--- config.mk ---
export PLATFORM = sky130hd
export DESIGN_NAME = mixed_radix_converter
export DESIGN_NICKNAME = d
export VERILOG_FILES = /design/src/mrc_pkg.sv /design/src/mrc_front.sv /design/src/mrc_queue.sv /design/src/mrc_back.sv /design/src/mixed_radix_converter.sv
export SDC_FILE = /design/constraint.sdc
export NUM_CORES = 2
export LEC_CHECK = 0
export CORE_MARGIN = 3
export CORE_UTILIZATION = 59
export DETAILED_ROUTE_END_ITERATION = 10
export DONT_BUFFER_PORTS = 1
export PLACE_DENSITY_LB_ADDON = 0.08
export SLEW_MARGIN = 20
export SYNTH_ARGS = -nofsm -noshare
export SYNTH_HDL_FRONTEND = slang
export SYNTH_SLANG_ARGS = --single-unit
--- constraint.sdc ---
create_clock -name clk -period 8.25 [get_ports clk]
set_input_delay 0 -clock clk [delete_from_list [all_inputs] [get_ports clk]]
set_output_delay 0 -clock clk [all_outputs]
set_load 0.02 [all_outputs]
--- src/mrc_pkg.sv ---
// Shared constants, types and state encodings for the mixed-radix converter.
package mrc_pkg;

	// sizing
	localparam int MAX_OUT_DIGITS = 6;
	localparam int RADIX_LIMIT    = 50;
	localparam int ACC_WIDTH      = 40;

	// fixed field widths
	localparam int DIGIT_W    = 16;
	localparam int RADIX_W    = 6;
	localparam int CNT_W      = 3;
	localparam int ST_W       = 2;
	localparam int CFG_IDX_W  = 3;
	localparam int CFG_DATA_W = RADIX_W;

	// derived widths
	localparam int MUL_W  = ACC_WIDTH + DIGIT_W;
	localparam int PROD_W = RADIX_W * MAX_OUT_DIGITS;
	localparam int VAL_W  = (ACC_WIDTH > PROD_W) ? ACC_WIDTH : PROD_W;
	localparam int STEP_W = $clog2(VAL_W);
	localparam int IDX_W  = (MAX_OUT_DIGITS > 1) ? $clog2(MAX_OUT_DIGITS) : 1;

	// job queue between front and back
	localparam int QUEUE_DEPTH = 2;
	localparam int QPTR_W      = (QUEUE_DEPTH > 1) ? $clog2(QUEUE_DEPTH) : 1;
	localparam int QCNT_W      = $clog2(QUEUE_DEPTH + 1);

	// register indexes
	localparam logic [CFG_IDX_W-1:0] CFG_OUT_COUNT   = 3'd0;
	localparam logic [CFG_IDX_W-1:0] CFG_OUT_RADIX_0 = 3'd1;

	typedef enum logic [ST_W-1:0] {
		ST_OK        = 2'd0,
		ST_BAD_DIGIT = 2'd1,
		ST_BAD_RADIX = 2'd2,
		ST_TOO_BIG   = 2'd3
	} word_status_t;

	typedef enum logic [2:0] {
		F_IDLE,
		F_TERM,
		F_ADD,
		F_WGT,
		F_PUSH
	} front_state_t;

	typedef enum logic [2:0] {
		B_IDLE,
		B_PROD,
		B_CHECK,
		B_ERR,
		B_DIV,
		B_EMIT
	} back_state_t;

	// finished number handed from front to back
	typedef struct packed {
		logic [ACC_WIDTH-1:0] acc;
		logic                 ovf;
		logic                 ierr;
	} job_t;

	typedef struct packed {
		logic [CNT_W-1:0]                        count;
		logic [MAX_OUT_DIGITS-1:0][RADIX_W-1:0] radix;
	} cfg_t;

endpackage

--- src/mrc_front.sv ---
// Front end: takes input digits and builds the accumulated value and place weight.
module mrc_front (
	input  logic                       clk,
	input  logic                       arst_n,
	input  logic                       in_valid,
	output logic                       in_stall,
	input  logic [mrc_pkg::DIGIT_W-1:0] in_digit,
	input  logic [mrc_pkg::DIGIT_W-1:0] in_radix,
	input  logic                       last_digit,
	output logic                       push,
	output mrc_pkg::job_t              push_job,
	input  logic                       q_full
);
	import mrc_pkg::*;

	front_state_t         state_q, state_d;
	logic [DIGIT_W-1:0]   digit_q, radix_q;
	logic                 last_q;
	logic [ACC_WIDTH-1:0] acc_q, pw_q;
	logic                 ierr_q, ovf_q, wsat_q;
	logic [MUL_W-1:0]     prod_q;
	logic [DIGIT_W-1:0]   mul_b;
	logic                 accept;
	logic                 prod_hi;
	logic [ACC_WIDTH:0]   sum;

	always_comb begin
		state_d = state_q;
		case (state_q)
			F_IDLE: if (in_valid) state_d = F_TERM;
			F_TERM: state_d = F_ADD;
			F_ADD:  state_d = F_WGT;
			F_WGT:  state_d = last_q ? F_PUSH : F_IDLE;
			F_PUSH: if (!q_full) state_d = F_IDLE;
			default: state_d = F_IDLE;
		endcase
	end

	always_comb begin
		in_stall = 1'b1;
		push     = 1'b0;
		mul_b    = radix_q;
		case (state_q)
			F_IDLE: in_stall = 1'b0;
			F_TERM: mul_b = digit_q;
			F_PUSH: push = !q_full;
			default: ;
		endcase
	end

	assign accept   = in_valid && !in_stall;
	assign prod_hi  = |prod_q[MUL_W-1:ACC_WIDTH];
	assign sum      = {1'b0, acc_q} + {1'b0, prod_q[ACC_WIDTH-1:0]};
	assign push_job = '{acc: acc_q, ovf: ovf_q, ierr: ierr_q};

	always_ff @(posedge clk or negedge arst_n) begin
		if (!arst_n) begin
			state_q <= F_IDLE;
		end else begin
			state_q <= state_d;
		end
	end

	// one shared multiplier: term in F_TERM, next weight in F_ADD
	always_ff @(posedge clk) begin
		prod_q <= {{DIGIT_W{1'b0}}, pw_q} * {{ACC_WIDTH{1'b0}}, mul_b};
		if (accept) begin
			digit_q <= in_digit;
			radix_q <= in_radix;
			last_q  <= last_digit;
		end
	end

	always_ff @(posedge clk or negedge arst_n) begin
		if (!arst_n) begin
			acc_q  <= '0;
			pw_q   <= ACC_WIDTH'(1);
			ierr_q <= 1'b0;
			ovf_q  <= 1'b0;
			wsat_q <= 1'b0;
		end else begin
			case (state_q)
				F_IDLE: begin
					if (accept && in_digit >= in_radix) ierr_q <= 1'b1;
				end
				F_ADD: begin
					// saturate once the term or the sum leaves the accumulator
					if (digit_q != '0 && !ovf_q) begin
						if (wsat_q || prod_hi || sum[ACC_WIDTH]) begin
							ovf_q <= 1'b1;
							acc_q <= '1;
						end else begin
							acc_q <= sum[ACC_WIDTH-1:0];
						end
					end
				end
				F_WGT: begin
					if (radix_q == '0) begin
						pw_q   <= '0;
						wsat_q <= 1'b0;
					end else if (!wsat_q) begin
						if (prod_hi) begin
							pw_q   <= '1;
							wsat_q <= 1'b1;
						end else begin
							pw_q <= prod_q[ACC_WIDTH-1:0];
						end
					end
				end
				F_PUSH: begin
					if (!q_full) begin
						acc_q  <= '0;
						pw_q   <= ACC_WIDTH'(1);
						ierr_q <= 1'b0;
						ovf_q  <= 1'b0;
						wsat_q <= 1'b0;
					end
				end
				default: ;
			endcase
		end
	end

`ifndef ASSERT_OFF
	a_wsat_ones: assert property (@(posedge clk) disable iff (!arst_n)
		wsat_q |-> pw_q == '1)
		else $error("saturated weight not all ones");
	a_push_last: assert property (@(posedge clk) disable iff (!arst_n)
		push |-> last_q)
		else $error("job pushed for a digit not marked last");
`endif

endmodule

--- src/mrc_queue.sv ---
// Short job queue between the front end and the conversion back end.
module mrc_queue (
	input  logic          clk,
	input  logic          arst_n,
	input  logic          push,
	input  mrc_pkg::job_t push_job,
	input  logic          pop,
	output mrc_pkg::job_t pop_job,
	output logic          full,
	output logic          empty
);
	import mrc_pkg::*;

	job_t              mem_q [QUEUE_DEPTH];
	logic [QPTR_W-1:0] wr_q, rd_q;
	logic [QCNT_W-1:0] count_q;

	assign full    = count_q == QCNT_W'(QUEUE_DEPTH);
	assign empty   = count_q == '0;
	assign pop_job = mem_q[rd_q];

	always_ff @(posedge clk) begin
		if (push) mem_q[wr_q] <= push_job;
	end

	always_ff @(posedge clk or negedge arst_n) begin
		if (!arst_n) begin
			wr_q    <= '0;
			rd_q    <= '0;
			count_q <= '0;
		end else begin
			if (push) wr_q <= (wr_q == QPTR_W'(QUEUE_DEPTH - 1)) ? '0 : wr_q + QPTR_W'(1);
			if (pop)  rd_q <= (rd_q == QPTR_W'(QUEUE_DEPTH - 1)) ? '0 : rd_q + QPTR_W'(1);
			if (push && !pop)      count_q <= count_q + QCNT_W'(1);
			else if (pop && !push) count_q <= count_q - QCNT_W'(1);
		end
	end

`ifndef ASSERT_OFF
	a_no_overrun: assert property (@(posedge clk) disable iff (!arst_n)
		push |-> !full)
		else $error("job pushed into full queue");
`endif

endmodule

--- src/mrc_back.sv ---
// Back end: range checks, radix product, digit division and result output register.
module mrc_back (
	input  logic                        clk,
	input  logic                        arst_n,
	input  mrc_pkg::cfg_t               cfg,
	input  mrc_pkg::job_t               job,
	input  logic                        q_empty,
	output logic                        pop,
	output logic                        out_valid,
	input  logic                        out_stall,
	output logic [mrc_pkg::RADIX_W-1:0] out_digit,
	output logic [mrc_pkg::CNT_W-1:0]   out_position,
	output logic [mrc_pkg::ST_W-1:0]    status,
	output logic                        last
);
	import mrc_pkg::*;

	back_state_t         state_q, state_d;
	job_t                job_q;
	logic [CNT_W-1:0]    n_q, idx_q, n_cfg;
	logic [PROD_W-1:0]   prod_q;
	logic [VAL_W-1:0]    val_q;
	logic [RADIX_W-1:0]  rem_q;
	logic [STEP_W-1:0]   step_q;
	logic [RADIX_W-1:0]  dig_q [MAX_OUT_DIGITS];
	word_status_t        err_q, status_chk;
	logic [RADIX_W-1:0]  radix_sel;
	logic                bad_radix;
	logic [RADIX_W:0]    rs, rem_nx;
	logic                ge, div_last, out_free, out_load;
	logic                out_valid_q, last_q;
	logic [RADIX_W-1:0]  out_digit_q;
	logic [CNT_W-1:0]    out_position_q;
	logic [ST_W-1:0]     status_q;

	assign n_cfg     = (cfg.count > CNT_W'(MAX_OUT_DIGITS)) ? CNT_W'(MAX_OUT_DIGITS) : cfg.count;
	assign radix_sel = cfg.radix[idx_q[IDX_W-1:0]];

	always_comb begin
		bad_radix = (n_q == '0);
		for (int i = 0; i < MAX_OUT_DIGITS; i++) begin
			if (CNT_W'(i) < n_q && (cfg.radix[i] == '0 ||
			    {1'b0, cfg.radix[i]} >= (RADIX_W+1)'(RADIX_LIMIT)))
				bad_radix = 1'b1;
		end
	end

	always_comb begin
		if (bad_radix)
			status_chk = ST_BAD_RADIX;
		else if (job_q.ierr)
			status_chk = ST_BAD_DIGIT;
		else if (job_q.ovf || VAL_W'(job_q.acc) >= VAL_W'(prod_q))
			status_chk = ST_TOO_BIG;
		else
			status_chk = ST_OK;
	end

	// restoring division, one quotient bit per cycle
	assign rs       = {rem_q, val_q[VAL_W-1]};
	assign ge       = rs >= {1'b0, radix_sel};
	assign rem_nx   = ge ? rs - {1'b0, radix_sel} : rs;
	assign div_last = step_q == STEP_W'(VAL_W - 1);
	assign out_free = !out_valid_q || !out_stall;

	always_comb begin
		state_d = state_q;
		case (state_q)
			B_IDLE:  if (!q_empty) state_d = B_PROD;
			B_PROD:  if (idx_q == n_q) state_d = B_CHECK;
			B_CHECK: state_d = (status_chk != ST_OK) ? B_ERR : B_DIV;
			B_ERR:   if (out_free) state_d = B_IDLE;
			B_DIV:   if (div_last && idx_q == n_q - CNT_W'(1)) state_d = B_EMIT;
			B_EMIT:  if (out_free && idx_q == '0) state_d = B_IDLE;
			default: state_d = B_IDLE;
		endcase
	end

	always_comb begin
		pop      = 1'b0;
		out_load = 1'b0;
		case (state_q)
			B_IDLE:  pop = !q_empty;
			B_ERR:   out_load = out_free;
			B_EMIT:  out_load = out_free;
			default: ;
		endcase
	end

	always_ff @(posedge clk or negedge arst_n) begin
		if (!arst_n) begin
			state_q     <= B_IDLE;
			idx_q       <= '0;
			step_q      <= '0;
			n_q         <= '0;
			out_valid_q <= 1'b0;
		end else begin
			state_q <= state_d;
			case (state_q)
				B_IDLE: begin
					if (pop) begin
						n_q   <= n_cfg;
						idx_q <= '0;
					end
				end
				B_PROD:  if (idx_q != n_q) idx_q <= idx_q + CNT_W'(1);
				B_CHECK: begin
					idx_q  <= '0;
					step_q <= '0;
				end
				B_DIV: begin
					if (div_last) begin
						step_q <= '0;
						if (idx_q != n_q - CNT_W'(1)) idx_q <= idx_q + CNT_W'(1);
					end else begin
						step_q <= step_q + STEP_W'(1);
					end
				end
				B_EMIT:  if (out_free && idx_q != '0) idx_q <= idx_q - CNT_W'(1);
				default: ;
			endcase
			if (out_load)       out_valid_q <= 1'b1;
			else if (!out_stall) out_valid_q <= 1'b0;
		end
	end

	always_ff @(posedge clk) begin
		case (state_q)
			B_IDLE: begin
				if (pop) begin
					job_q  <= job;
					prod_q <= PROD_W'(1);
				end
			end
			B_PROD: begin
				if (idx_q != n_q)
					prod_q <= PROD_W'(prod_q * {{(PROD_W-RADIX_W){1'b0}}, radix_sel});
			end
			B_CHECK: begin
				err_q <= status_chk;
				val_q <= VAL_W'(job_q.acc);
				rem_q <= '0;
			end
			B_DIV: begin
				val_q <= {val_q[VAL_W-2:0], ge};
				if (div_last) begin
					rem_q                    <= '0;
					dig_q[idx_q[IDX_W-1:0]] <= rem_nx[RADIX_W-1:0];
				end else begin
					rem_q <= rem_nx[RADIX_W-1:0];
				end
			end
			default: ;
		endcase
		if (out_load) begin
			if (state_q == B_ERR) begin
				out_digit_q    <= '0;
				out_position_q <= '0;
				status_q       <= err_q;
				last_q         <= 1'b1;
			end else begin
				out_digit_q    <= dig_q[idx_q[IDX_W-1:0]];
				out_position_q <= idx_q;
				status_q       <= ST_OK;
				last_q         <= idx_q == '0;
			end
		end
	end

	assign out_valid    = out_valid_q;
	assign out_digit    = out_digit_q;
	assign out_position = out_position_q;
	assign status       = status_q;
	assign last         = last_q;

`ifndef ASSERT_OFF
	a_err_is_last: assert property (@(posedge clk) disable iff (!arst_n)
		out_valid && status != ST_OK |-> last && out_digit == '0)
		else $error("error word not a lone final word");
	a_div_in_range: assert property (@(posedge clk) disable iff (!arst_n)
		state_q == B_DIV |-> idx_q < n_q)
		else $error("division digit index beyond digit count");
`endif

endmodule

--- src/mixed_radix_converter.sv ---
// Top level of the mixed-radix converter: configuration registers, front end, queue, back end.
//
// Input digits arrive least significant first, each word carrying its own radix; the front end
// folds each one into a 40-bit accumulator (sum += weight*digit, weight *= radix) using a single
// shared multiplier, stepping through term, add and weight states for each digit and a push
// state on the last digit to hand the finished number to a 2-deep job queue. The back end then
// takes each number from the queue, forms the product of the n output radices in use and checks
// them, then, if all is well, runs n restoring divisions by the output radices at one quotient
// bit per cycle, then sends the digits most significant first. An error (bad output radix,
// a digit not below its radix, or a value too big for the output radices) gives a single word
// with last set. The divider sets the throughput for whole conversions; the queue lets the front
// end take the next number's digits while the back end is still converting. Output words are
// held in an output register until taken, so the back end does not wait on a stalled consumer
// for the word it is forming. Configuration is written through cfg_valid/cfg_ready (always
// ready): index 0 is the output digit count, indexes 1 to 6 the output radices, index 7 is
// ignored; write only while the block is idle.
module mixed_radix_converter (
	input  logic                           clk,
	input  logic                           arst_n,
	input  logic                           in_valid,
	output logic                           in_stall,
	input  logic [mrc_pkg::DIGIT_W-1:0]    in_digit,
	input  logic [mrc_pkg::DIGIT_W-1:0]    in_radix,
	input  logic                           last_digit,
	output logic                           out_valid,
	input  logic                           out_stall,
	output logic [mrc_pkg::RADIX_W-1:0]    out_digit,
	output logic [mrc_pkg::CNT_W-1:0]      out_position,
	output logic [mrc_pkg::ST_W-1:0]       status,
	output logic                           last,
	input  logic                           cfg_valid,
	output logic                           cfg_ready,
	input  logic [mrc_pkg::CFG_IDX_W-1:0]  cfg_index,
	input  logic [mrc_pkg::CFG_DATA_W-1:0] cfg_data
);
	import mrc_pkg::*;

	cfg_t                 cfg_q;
	logic [CFG_IDX_W-1:0] radix_slot;
	logic                 push, pop, q_full, q_empty;
	job_t                 push_job, pop_job;

	// configuration registers; always ready
	assign cfg_ready  = 1'b1;
	assign radix_slot = cfg_index - CFG_OUT_RADIX_0;

	always_ff @(posedge clk or negedge arst_n) begin
		if (!arst_n) begin
			cfg_q.count <= CNT_W'(1);
			cfg_q.radix <= {MAX_OUT_DIGITS{RADIX_W'(1)}};
		end else if (cfg_valid && cfg_ready) begin
			case (cfg_index)
				CFG_OUT_COUNT: cfg_q.count <= cfg_data[CNT_W-1:0];
				default: begin
					// indexes past the last radix are dropped
					if (radix_slot < CFG_IDX_W'(MAX_OUT_DIGITS))
						cfg_q.radix[radix_slot[IDX_W-1:0]] <= cfg_data[RADIX_W-1:0];
				end
			endcase
		end
	end

	mrc_front u_front (
		.clk        (clk),
		.arst_n     (arst_n),
		.in_valid   (in_valid),
		.in_stall   (in_stall),
		.in_digit   (in_digit),
		.in_radix   (in_radix),
		.last_digit (last_digit),
		.push       (push),
		.push_job   (push_job),
		.q_full     (q_full)
	);

	mrc_queue u_queue (
		.clk      (clk),
		.arst_n   (arst_n),
		.push     (push),
		.push_job (push_job),
		.pop      (pop),
		.pop_job  (pop_job),
		.full     (q_full),
		.empty    (q_empty)
	);

	mrc_back u_back (
		.clk          (clk),
		.arst_n       (arst_n),
		.cfg          (cfg_q),
		.job          (pop_job),
		.q_empty      (q_empty),
		.pop          (pop),
		.out_valid    (out_valid),
		.out_stall    (out_stall),
		.out_digit    (out_digit),
		.out_position (out_position),
		.status       (status),
		.last         (last)
	);

endmodule
**Word-level counts from Yosys, hierarchy flattened**

Memory sizes are Yosys's and may differ from the RTL's. A register that Yosys moved wholly into a read port is not among the register bits.
Index checks and enable logic that the tools add are counted.
W data, S select, Z words.

- Flip-flop bits (word level): 324
- Memory bits (writable): 120
- Input bits: 47
- Output and inout bits: 15
- Word-level logic and storage cells: 245
- Memories kept: 2

Memory list:

| name | words | width | read ports | clocked after Yosys merged registers in | wr ports | line | RTL |
|---|---|---|---|---|---|---|---|
| u_queue.mem_q | 2 | 42 | 1 | 1 | 1 | mrc_queue.sv:14 | `job_t mem_q [QUEUE_DEPTH];` |
| u_back.dig_q | 6 | 6 | 1 | 1 | 1 | mrc_back.sv:25 | `logic [RADIX_W-1:0] dig_q [MAX_OUT_DIGITS];` |

- Add/sub/neg operators: 11
- $mul: 2
- Magnitude comparators: 20
- Eq/ne operators: 32
- Muxes and demuxes: 76
- Bitwise operators: 1
- Reductions and logical operators: 69

Operator list:

| cell | number |
|---|---|
| $mux W40 | 7 |
| $pmux W40 S2 | 3 |
| $mux W36 | 2 |
| $pmux W36 S2 | 1 |
| $mul A40 B16 Y56 | 1 |
| $mux W3 | 15 |
| $add A40 B40 Y41 | 1 |
| $ge A40 B36 Y1 | 1 |
| $bwmux W36 | 1 |
| $ge A6 B6 Y1 const B | 6 |
| $logic_not A6 Y1 | 6 |
| $mul A36 B6 Y36 | 1 |
| $mux W6 | 5 |
| $pmux W3 S5 | 2 |
| $mux W1 | 26 |
| $pmux W6 S2 | 2 |
| $ne A2 B1 Y1 const B | 11 |
| $bmux W6 S3 | 1 |
| $demux W6 S3 | 1 |
| $pmux W3 S6 | 1 |
| $ge A16 B16 Y1 | 1 |
| $logic_not A16 Y1 | 1 |
| $mux W16 | 1 |
| $reduce_bool A16 Y1 | 1 |
| other kinds (42) | 113 |

**Logic depth before layout (Yosys ltp)**

- Depth after elaboration: 13
- Depth in mapped cells: 28

**By module**

From an unflattened synthesis, not the netlist that was laid out.

- Cells, all modules: 4945
- Area, all modules: 48188.7 um2

Modules (own cells, without submodules):

| module | instances | cells an instance | area each (um2) | seq. area each (um2) |
|---|---|---|---|---|
| mrc_front | 1 | 3203 | 28288.4 | 4265.3 |
| mrc_back | 1 | 1495 | 14864.3 | 5625.4 |
| mrc_queue | 1 | 147 | 3419.5 | 2622.5 |
| mixed_radix_converter | 1 | 100 | 1616.6 | 984.7 |

**Worst setup path before layout**

Ideal clock, no wire load.

- Kind: register -> register
- From: register u_front.state_q[1]
- To: register u_front.prod_q[53]
- Setup time: 0.072 ns
- Data arrival time: 7.046 ns
- Slack: 1.132 ns
- Cell stages (with the launch flop): 27
- Buffers on the path: 3
- Period minus slack after synthesis: 7.118 ns
- Cells stage by stage: dfrtp_1 -> clkbuf_1 -> nor3b_2 -> buf_2 -> mux2_2 -> clkbuf_1 -> and2_1 -> fa_1 -> inv_1 -> fa_1 -> fa_1 -> inv_1 -> fa_1 -> fa_1 -> inv_1 -> fa_1 -> inv_1 -> ha_1 -> a21oi_2 -> o211ai_1 -> a221oi_2 -> o211ai_2 -> a31o_4 -> o311ai_2 -> o21ai_2 -> a311oi_2 -> xnor2_1

- Longest elaborated chain between the ends: 3

Ends and longest elaborated chain:

| element | line | RTL |
|---|---|---|
| start, declared | mrc_front.sv:16 | `front_state_t state_q, state_d;` |
| start signal, assigned | mrc_front.sv:60 | `state_q <= state_d;` |
| $eq A3 B1 Y1 | mrc_front.sv:43 | `case (state_q)` |
| $mux W16 | mrc_front.sv:43 |  |
| $mul A40 B16 Y56 | mrc_front.sv:66 | `prod_q <= {{DIGIT_W{1'b0}}, pw_q} * {{ACC_WIDTH{1'b0}}, mul_b};` |
| end signal, assigned | mrc_front.sv:66 |  |
| end, declared | mrc_front.sv:21 | `logic [MUL_W-1:0] prod_q;` |

No other way between the ends.
A chain may end at the register's enable or synchronous reset.

**Worst setup path in the final report**

- From: register u_front.state_q[0]
- To: register u_front.prod_q[41]

Same word-level chain as after synthesis.

==> results.yml <==
finish:
  num_antenna_cells: 0
  layout.nets: 5858
  layout.cells.most_common: "nand2_1"
  utilization: 0.6437
  drive_gt1_frac: 0.06761
  seqCellArea_mm2: 0.01350
  multi_input_area_mm2: 0.03056
  final_cells: 5975
  n_fill_cell: 6489
  syn2layout_area_growth_pct: 6.945
  final_cell_mix: "912 x nand2_1, 828 x inv_1, 658 x fa_1"
critical_path:
  end_kind: "flop"
  reg2reg_slack_ns: 0.27
  cp-start-kind: "flop"
  crit_fanout: 31
  arrival_ns: 8.46
  crit_type: "reg2reg"
  crit_required_ns: 8.73
clock_tree:
  numCtsBuffers: 51
  clock_latency_ns: 0.63
  post_cts_buffers: 0
  htreeDepth: 2
  cts.sinks: 492
  cts_root_buf: "clkbuf_16"
  cts_buffer_depth: 3
  cts_tree: "done"
  clk_pin_slew_ns: 0.07
sta:
  worstMarginPinSlew_ns: 1.075
  finalHoldViolations: 0
  fmax_mhz: 125.3
  period_needed_ns: 7.979
  fin_crit_sh: 0.9672
  fin_setup_tns_ns: 0
  rsz0062_at_grt: "false"
  slew_headroom: 0.2817
  setup_viol: 0
  final.setup.worst_slack_ns: 0.2705
  drv_slew: 0
  skew_ns: 0.03113
die:
  rows: 103
  die_h_um: 291.3
  core_mm2: 0.07977
  chipWidth_um: 291.3
  start_util: 0.6019
  io_pins: 62
  die_area_mm2: 0.08484
placed_design:
  dp_hpwl_um: 93520
  port-buffer-count: 0
  pre_cts_slack_ns: 0.2844
  place_congestion: 0.9649
  place_inst: 5821
route:
  wire_per_inst_um: 20.54
  vias: 34290
  viasPerCell: 5.738
  drt_iter0_drc: 2156
  wl_um: 122800
  drc: 0
  postRouteAntennaNets: 0
  firstDrtPassIters: 5
yosys:
  seq_area_frac_synth: 0.2811
  synth_nets: 5903
  synth-edff-count: 291
  synth.distinct_cells: 104
  yosys_warnings: 0
  netlist_area_mm2: 0.04801
  synthCells: 4927
  synth_seq_cells: 492
  post_synth.cell_area_avg_um2: 9.745
  synth-main-ff-cell: "edfxtp_1"
  async_flop_share: 0.2947
grt:
  antenna_found_initial: 1
  grt.total_usage: 0.2970
  grt.overflow.total: 0
  grt_pass1_vias: 36430
  grt_first_pass_wirelength_um: 199600
  grt_max_degree: 146
run_status:
  status: "complete, no violations"
flow_run:
  drv_cap: 0
worst_hold_path:
  holdCritPathClass: "in2async"
-- routing by layer --
metal / track usage / up-vias / part of all wire
li1: - / 15590 / -
met1: 0.3879 / 17430 / 0.41
met2: 0.5209 / 1012 / 0.50
met3: 0.02914 / 250 / 0.048
met4: 0.1008 / 0 / 0.035
met5: 0 / - / 0
-- state kept, by name, summed over array words and instances, names as in the netlist, 16 cells and up --
signal and count:
u_front.digit_q 16, u_front.pw_q 40, u_back.dig_q 36, u_back.prod_q 36
u_front.acc_q 40, u_front.radix_q 16, u_queue.mem_q 84, u_back.val_q 40
u_back.job_q 42, cfg_q 39, u_front.prod_q 56
-- worst paths after layout --
kind	from	cells after the start	to
worst max register to register	u_front.state_q[0]	24	u_front.prod_q[41]
worst min-delay path	arst_n	2	u_back.state_q[2]
min in group clk	in_radix[3]	1	u_front.radix_q[3]
max in group asynchronous	arst_n	2	u_front.pw_q[21]
worst min register to register	cfg_q[38]	2	u_back.n_q[2]
worst max-delay path	u_front.state_q[0]	24	u_front.prod_q[41]
-- critical path, stage by stage (launching register included) --
cell and delay, ns:
dfrtp_1 0.46, nor3b_2 0.24, buf_4 0.30, mux2_2 0.64
and2_1 0.30, fa_1 0.53, inv_1 0.05, fa_1 0.46
fa_1 0.52, inv_1 0.06, fa_1 0.49, fa_1 0.49
inv_1 0.05, fa_1 0.47, inv_1 0.05, ha_1 0.33
a21oi_1 0.21, o21ai_1 0.13, a221oi_2 0.48, nor2b_2 0.12
o41ai_4 0.49, o31ai_2 0.17, nor4_2 0.42, o311ai_1 0.18
xor2_1 0.16
-- cell usage after synthesis, types with 56 or more instances --
cell        n  area share
nand2_1   912       0.071
inv_1     830       0.065
fa_1      658        0.27
edfxtp_1  291        0.18
ha_1      271       0.071
and2_1    250       0.033
clkbuf_1  185       0.014
o21ai_0   170       0.018
nor2_1    164       0.013
a21oi_1   151       0.016
dfrtp_1   137       0.071
mux2_2    101       0.024
a21o_1     87       0.014
xnor2_1    80       0.015
dfxtp_1    56       0.023
-- timing repair --
action                     in CTS  in global routing
gates resized for setup         0                  2
setup endpoints to repair       0                  2
hold buffers                   58                  0
hold endpoints to repair      271                  0
-- through the flow --
step	hold WS, ns	area, µm²
floorplan	-0.2956	48010
global placement	-0.2889	48950
detailed placement	-0.2887	48950
CTS	0.001429	51330
global route	0.02047	51350
finish	0.001336	51350
-- layout make-up --
type	instances	area share
timing repair buffer	122	0.02100
clock buffer	72	0.02861
tap	1050	0.02558
multi-input combinational	3383	0.5951
inverter	832	0.06084
sequential	492	0.2629
clock inverter	24	0.006019
-- cells by family (layout without fill, tap and decap cells) --
| logic type | count (synthesis) | count (layout) | synth area share |
|---|---|---|---|
| buffers and inverters | 1052 | 1050 | 0.08388 |
| xor gates and xnor gates | 133 | 133 | 0.02455 |
| and+or+nand+nor | 1545 | 1545 | 0.1450 |
| other | 1 | 1 | 0.00007810 |
| DFF | 492 | 492 | 0.2811 |
| muxes | 128 | 128 | 0.03140 |
| AOI/OAI and AO/OA | 647 | 647 | 0.08899 |
| adders and majority gates | 929 | 929 | 0.3450 |
Power is not shown: default switching activity piles up to over one toggle a cycle in this logic, so the estimate is an artifact.
